$ cat config.mk
export PLATFORM = sky130hd
export DESIGN_NAME = mrsp_cell
export DESIGN_NICKNAME = d
export VERILOG_FILES = /design/src/rtl/core/mrsp_pkg.sv /design/src/rtl/core/mrsp_cell.sv
export SDC_FILE = /design/constraint.sdc
export NUM_CORES = 1
export LEC_CHECK = 0
export ABC_AREA = 1
export BUFFER_PORTS_ARGS = -buffer_cell sky130_fd_sc_hd__buf_2
export CORE_AREA = 2 2 169 171
export DETAILED_ROUTE_END_ITERATION = 7
export DIE_AREA = 0 0 171 173
export GPL_TIMING_DRIVEN = 0
export PLACE_DENSITY = 0.95
export SLEW_MARGIN = 20
export SYNTH_ARGS = -nofsm -noshare
export SYNTH_HDL_FRONTEND = slang
export SYNTH_SLANG_ARGS = --single-unit
$ cat constraint.sdc
create_clock -name clk -period 9.95 [get_ports clk]
set_input_delay 0.995 -clock clk [delete_from_list [all_inputs] [get_ports clk]]
set_output_delay 0.995 -clock clk [all_outputs]
set_load 0.02 [all_outputs]
$ cat src/rtl/core/mrsp_pkg.sv
// shared types and constants for the multi-resource shelf packer
package mrsp_pkg;
  localparam int NUM_RES_DEF     = 4;
  localparam int MAX_SHELVES_DEF = 64;
  localparam int RES_W  = 16;
  localparam int TIME_W = 40;
  localparam int DUR_W  = 32;
  localparam int CNT_W  = 11;
  localparam int IDX_W  = 8;

  localparam logic [IDX_W-1:0] REG_MODE  = 8'd0;
  localparam logic [IDX_W-1:0] REG_CAP_0 = 8'd1;
  localparam logic [IDX_W-1:0] REG_CAP_1 = 8'd2;
  localparam logic [IDX_W-1:0] REG_CAP_2 = 8'd3;
  localparam logic [IDX_W-1:0] REG_CAP_3 = 8'd4;

  typedef logic [3:0][RES_W-1:0] res_vec_t;

  typedef struct packed {
    logic              valid;
    logic              ff;
    logic              found;
    logic [CNT_W-1:0]  open;
    logic [CNT_W-1:0]  tgt;
    logic [TIME_W-1:0] start;
    logic [TIME_W-1:0] makespan;
    res_vec_t          dem;
  } tok_t;
endpackage

$ cat src/rtl/core/mrsp_cell.sv
// one shelf cell: holds remaining capacity and start of a shelf
module mrsp_cell #(
  parameter int IDX     = 0,
  parameter int NUM_RES = mrsp_pkg::NUM_RES_DEF
) (
  input  logic              clk,
  input  logic              rst,
  input  mrsp_pkg::res_vec_t cap,
  input  mrsp_pkg::tok_t    tok_in,
  output mrsp_pkg::tok_t    tok_out
);
  localparam logic [mrsp_pkg::CNT_W-1:0] MY_IDX = mrsp_pkg::CNT_W'(IDX);

  mrsp_pkg::res_vec_t              rem;
  logic [mrsp_pkg::TIME_W-1:0]     start;
  logic                            fits;
  logic                            use_me;
  logic                            open_me;

  always_comb begin
    fits = 1'b1;
    for (int r = 0; r < NUM_RES; r++) begin
      if (tok_in.dem[r] > rem[r]) fits = 1'b0;
    end
  end

  always_comb begin
    use_me  = 1'b0;
    open_me = 1'b0;
    if (tok_in.valid && !tok_in.found) begin
      if (tok_in.ff) begin
        use_me  = (MY_IDX < tok_in.open) && fits;
        open_me = (MY_IDX == tok_in.open);
      end else if (MY_IDX == tok_in.tgt) begin
        use_me  = (tok_in.open != '0) && fits;
        open_me = !use_me;
      end
    end
  end

  always_ff @(posedge clk) begin
    if (rst) begin
      tok_out.valid <= 1'b0;
    end else begin
      tok_out.valid <= tok_in.valid;
    end
    tok_out.ff       <= tok_in.ff;
    tok_out.open     <= tok_in.open;
    tok_out.tgt      <= tok_in.tgt;
    tok_out.makespan <= tok_in.makespan;
    tok_out.dem      <= tok_in.dem;
    tok_out.found    <= tok_in.found | use_me;
    tok_out.start    <= use_me ? start : tok_in.start;
    if (use_me) begin
      for (int r = 0; r < NUM_RES; r++) rem[r] <= rem[r] - tok_in.dem[r];
    end else if (open_me) begin
      start <= tok_in.makespan;
      for (int r = 0; r < NUM_RES; r++) begin
        rem[r] <= (tok_in.dem[r] > cap[r]) ? '0 : cap[r] - tok_in.dem[r];
      end
    end
  end
endmodule

==> flow_metrics.py <==
metrics = {
    "place": {
        "routabilityCongestion": 0.937,
        "dp_hpwl_mm": 37.6,
        "io_buffers": 403,
    },
    "worst_setup_path": {
        "start_kind": "input pin",
        "crit_path_max_incr_delay_ns": 0.44,
        "timing.rr.end": "rem[17]$_DFFE_PP_",
        "critPathBufInv": 5,
        "crit_type": "in -> reg",
        "cp_common_cell": "nand2_1",
        "cp_top_family": "simple AND/OR/NAND/NOR gates",
        "worst-path-max-fanout": 47,
        "critPathRequiredTime_ns": 10.18,
        "reg2reg_depth": 15,
        "cp.arrival_ns": 4.29,
        "critPathSlowestCell": "nand4_2",
        "reg2reg_from": "rem[48]$_DFFE_PP_",
        "cp_cell_sequence": "buf_2 -> ha_1 -> fa_1 -> inv_1 -> nand3_1 -> nand3_1 -> nand2_1 -> nand2_1 -> nand2_1 -> nand4_1 -> nand4_2 -> buf_6 -> buf_6 -> nand2_4 -> buf_16",
        "crit_path_end_kind": "flop",
        "ff2ff_setup_slack_ns": 6.14,
    },
    "cts": {
        "cts-hold-fix-buffers": 0,
        "post_cts_buffers": 0,
        "cts-buffers-inserted": 28,
        "cts_tree": "built",
        "clkSinkCount": 273,
        "cts_root_buf": "clkbuf_16",
        "path_clk_slew_ns": 0.07,
        "cts.htree.levels": 1,
        "cts_buffer_depth": 3,
        "clock_latency_ns": 0.55,
        "cts_resized": 0,
    },
    "synth": {
        "synth_cell_types": 33,
        "synth_seq_cells": 273,
        "synth_ff_type": "dfxtp_1",
        "synth_warnings": 0,
        "synth.cell_area_sq_um": 15900,
        "synth.net_count": 2486,
        "synthArstFlopShare_pct": 0,
        "ys_seq_area_share_pct": 40.8,
        "syn_inst": 2115,
        "synth_edf_count": 104,
        "synth_area_per_cell_sq_um": 7.54,
    },
    "floorplanning": {
        "die_area_sq_um": 29600,
        "start_util_pct": 57.7,
        "die_h_microns": 173,
        "io_pins": 404,
        "die_w_microns": 171,
        "coreArea_sq_um": 27600,
        "num_rows": 61,
    },
    "sta": {
        "tightest_slew_ns": 0.780,
        "finalSetupViolations": 0,
        "period_share_pct": 40.8,
        "slew_headroom_pct": 48.0,
        "hold_violations": 0,
        "clock-skew-final_ns": 0.00989,
        "max_freq_ghz": 0.246,
        "rsz0062_at_grt": "false",
        "slew_violations": 0,
        "setup_tns_ns": 0,
        "post-route-min-period_ns": 4.06,
    },
    "pwr": {
        "power.leakage_nw": 10.5,
        "peakVddDrop_uv": 185,
        "p_per_area_nw_per_um2": 156,
        "totalPowerFinal_mw": 3.04,
    },
    "routing": {
        "drtPass1Iterations": 6,
        "wl_per_cell_microns": 16.6,
        "drc_errors": 0,
        "vias": 15900,
        "wirelength_mm": 48.9,
        "drtIter0Drc": 1103,
        "via_per_inst": 5.40,
        "ant_nets": 0,
    },
    "min_path": {
        "holdPathStages": 2,
        "worstHoldStart": "start[20]$_DFFE_PP_",
        "hold_end": "tok_out[124]$_DFF_P_",
        "hold_path_class": "reg -> reg",
    },
    "run_status": {
        "status": "finished clean",
    },
    "layout": {
        "final_core_util_pct": 70.6,
        "mostFrequentLayoutCells": "nand2_1, buf_2, inv_1",
        "drive_gt1_share_pct": 19.3,
        "mostFrequentLayoutCell": "nand2_1",
        "syn_to_final_growth_pct": 22.3,
        "layout.nets": 2921,
    },
    "global_route": {
        "grt_pass1_vias": 15800,
        "grt_pass1_wl_mm": 76.7,
        "overflow": 0,
        "grt_use_total_pct": 32.3,
        "grt_max_degree": 48,
        "antenna_found_initial": 2,
    },
    "run": {
        "maxCapViolCount": 0,
    },
}
-- synth_stat cells, types with 8 or more instances --
library cell | instances | share of area (%)
buf_6 | 10 | 0.71
nor3_1 | 17 | 0.53
fa_1 | 8 | 1.0
nor2_1 | 156 | 3.7
nand2_1 | 697 | 16
nand3b_1 | 12 | 0.57
o21ai_0 | 43 | 1.4
dfxtp_1 | 169 | 21
xor2_1 | 38 | 2.1
nand3_1 | 102 | 3.2
a21oi_1 | 113 | 3.5
xnor2_1 | 26 | 1.4
edfxtp_1 | 104 | 20
nand4_1 | 115 | 4.5
buf_2 | 22 | 0.69
ha_1 | 128 | 10
clkbuf_1 | 15 | 0.35
o21bai_1 | 13 | 0.61
inv_1 | 289 | 6.8
-- through the flow --
stage                     hold slack, ns  worst slack [ns]  std cells  instance area, sq um
after floorplan                    0.462              5.45       2115                 15900
after global placement             0.468              3.89       2896                 18400
after detailed placement           0.482              5.36       2898                 18500
after CTS                          0.502              5.91       2950                 19500
after global routing               0.525              5.74       2951                 19500
final                              0.497              5.89       2951                 19500
-- layout make-up --
cell class / instances / area, sq um
antenna: 1 / 2.50
buffer: 48 / 287
clock buffer: 38 / 853
clock inverter: 14 / 159
fill: 2151 / 8130
inverter: 289 / 1080
multi-input combinational: 1505 / 8070
sequential: 273 / 6510
tap: 378 / 473
timing repair buffer: 405 / 2060
-- logic make-up (layout without fill, tap and decap cells) --
kind of cell / count (synthesis) / after routing / share of synthesized area [%]
xor+xnor: 64 / 64 / 3.52
flops: 273 / 273 / 40.8
buf+inv: 337 / 794 / 8.60
compound gates: 184 / 184 / 6.21
fa+ha+maj: 136 / 136 / 11.1
other cells: 0 / 1 / 0
simple gates: 1121 / 1121 / 29.8
-- routing by layer --
metal | track usage [%] | vias to the layer above | wire length, microns
met3 | 5.22 | 180 | 3800
met2 | 57.5 | 815 | 24100
li1 | - | 7758 | -
met4 | 16.9 | 2 | 2820
met1 | 36.8 | 7191 | 18100
met5 | 0 | - | 7
-- how the worst max path moves through the flow --
stage | endpoint | cells after the start | slack [ns] | startpoint
detailed placement | rem[19]$_DFFE_PP_ | 15 | 5.36 | tok_in[48]
CTS | rem[28]$_DFFE_PP_ | 15 | 5.91 | tok_in[48]
global placement | rem[19]$_DFFE_PP_ | 14 | 3.89 | tok_in[48]
finish | rem[17]$_DFFE_PP_ | 15 | 5.89 | tok_in[48]
global route | rem[17]$_DFFE_PP_ | 15 | 5.74 | tok_in[48]
floorplan | rem[0]$_DFFE_PP_ | 13 | 5.45 | tok_in[48]
-- worst min-delay path: stages, from the launching register on --
cell and delay [ns]:
edfxtp_1 0.32, nand4_1 0.08, nand2_1 0.08
-- power by group --
part           total (mW)  internal (mW)  switching, mW
Sequential           1.23           1.22         0.0137
Combinational       0.667          0.236          0.431
Clock                1.14          0.662          0.480
-- state kept, by name (all words and copies together), names as in the netlist --
signal   cells
rem         64
tok_out    169
start       40
Power figures use the tool's default switching activity.
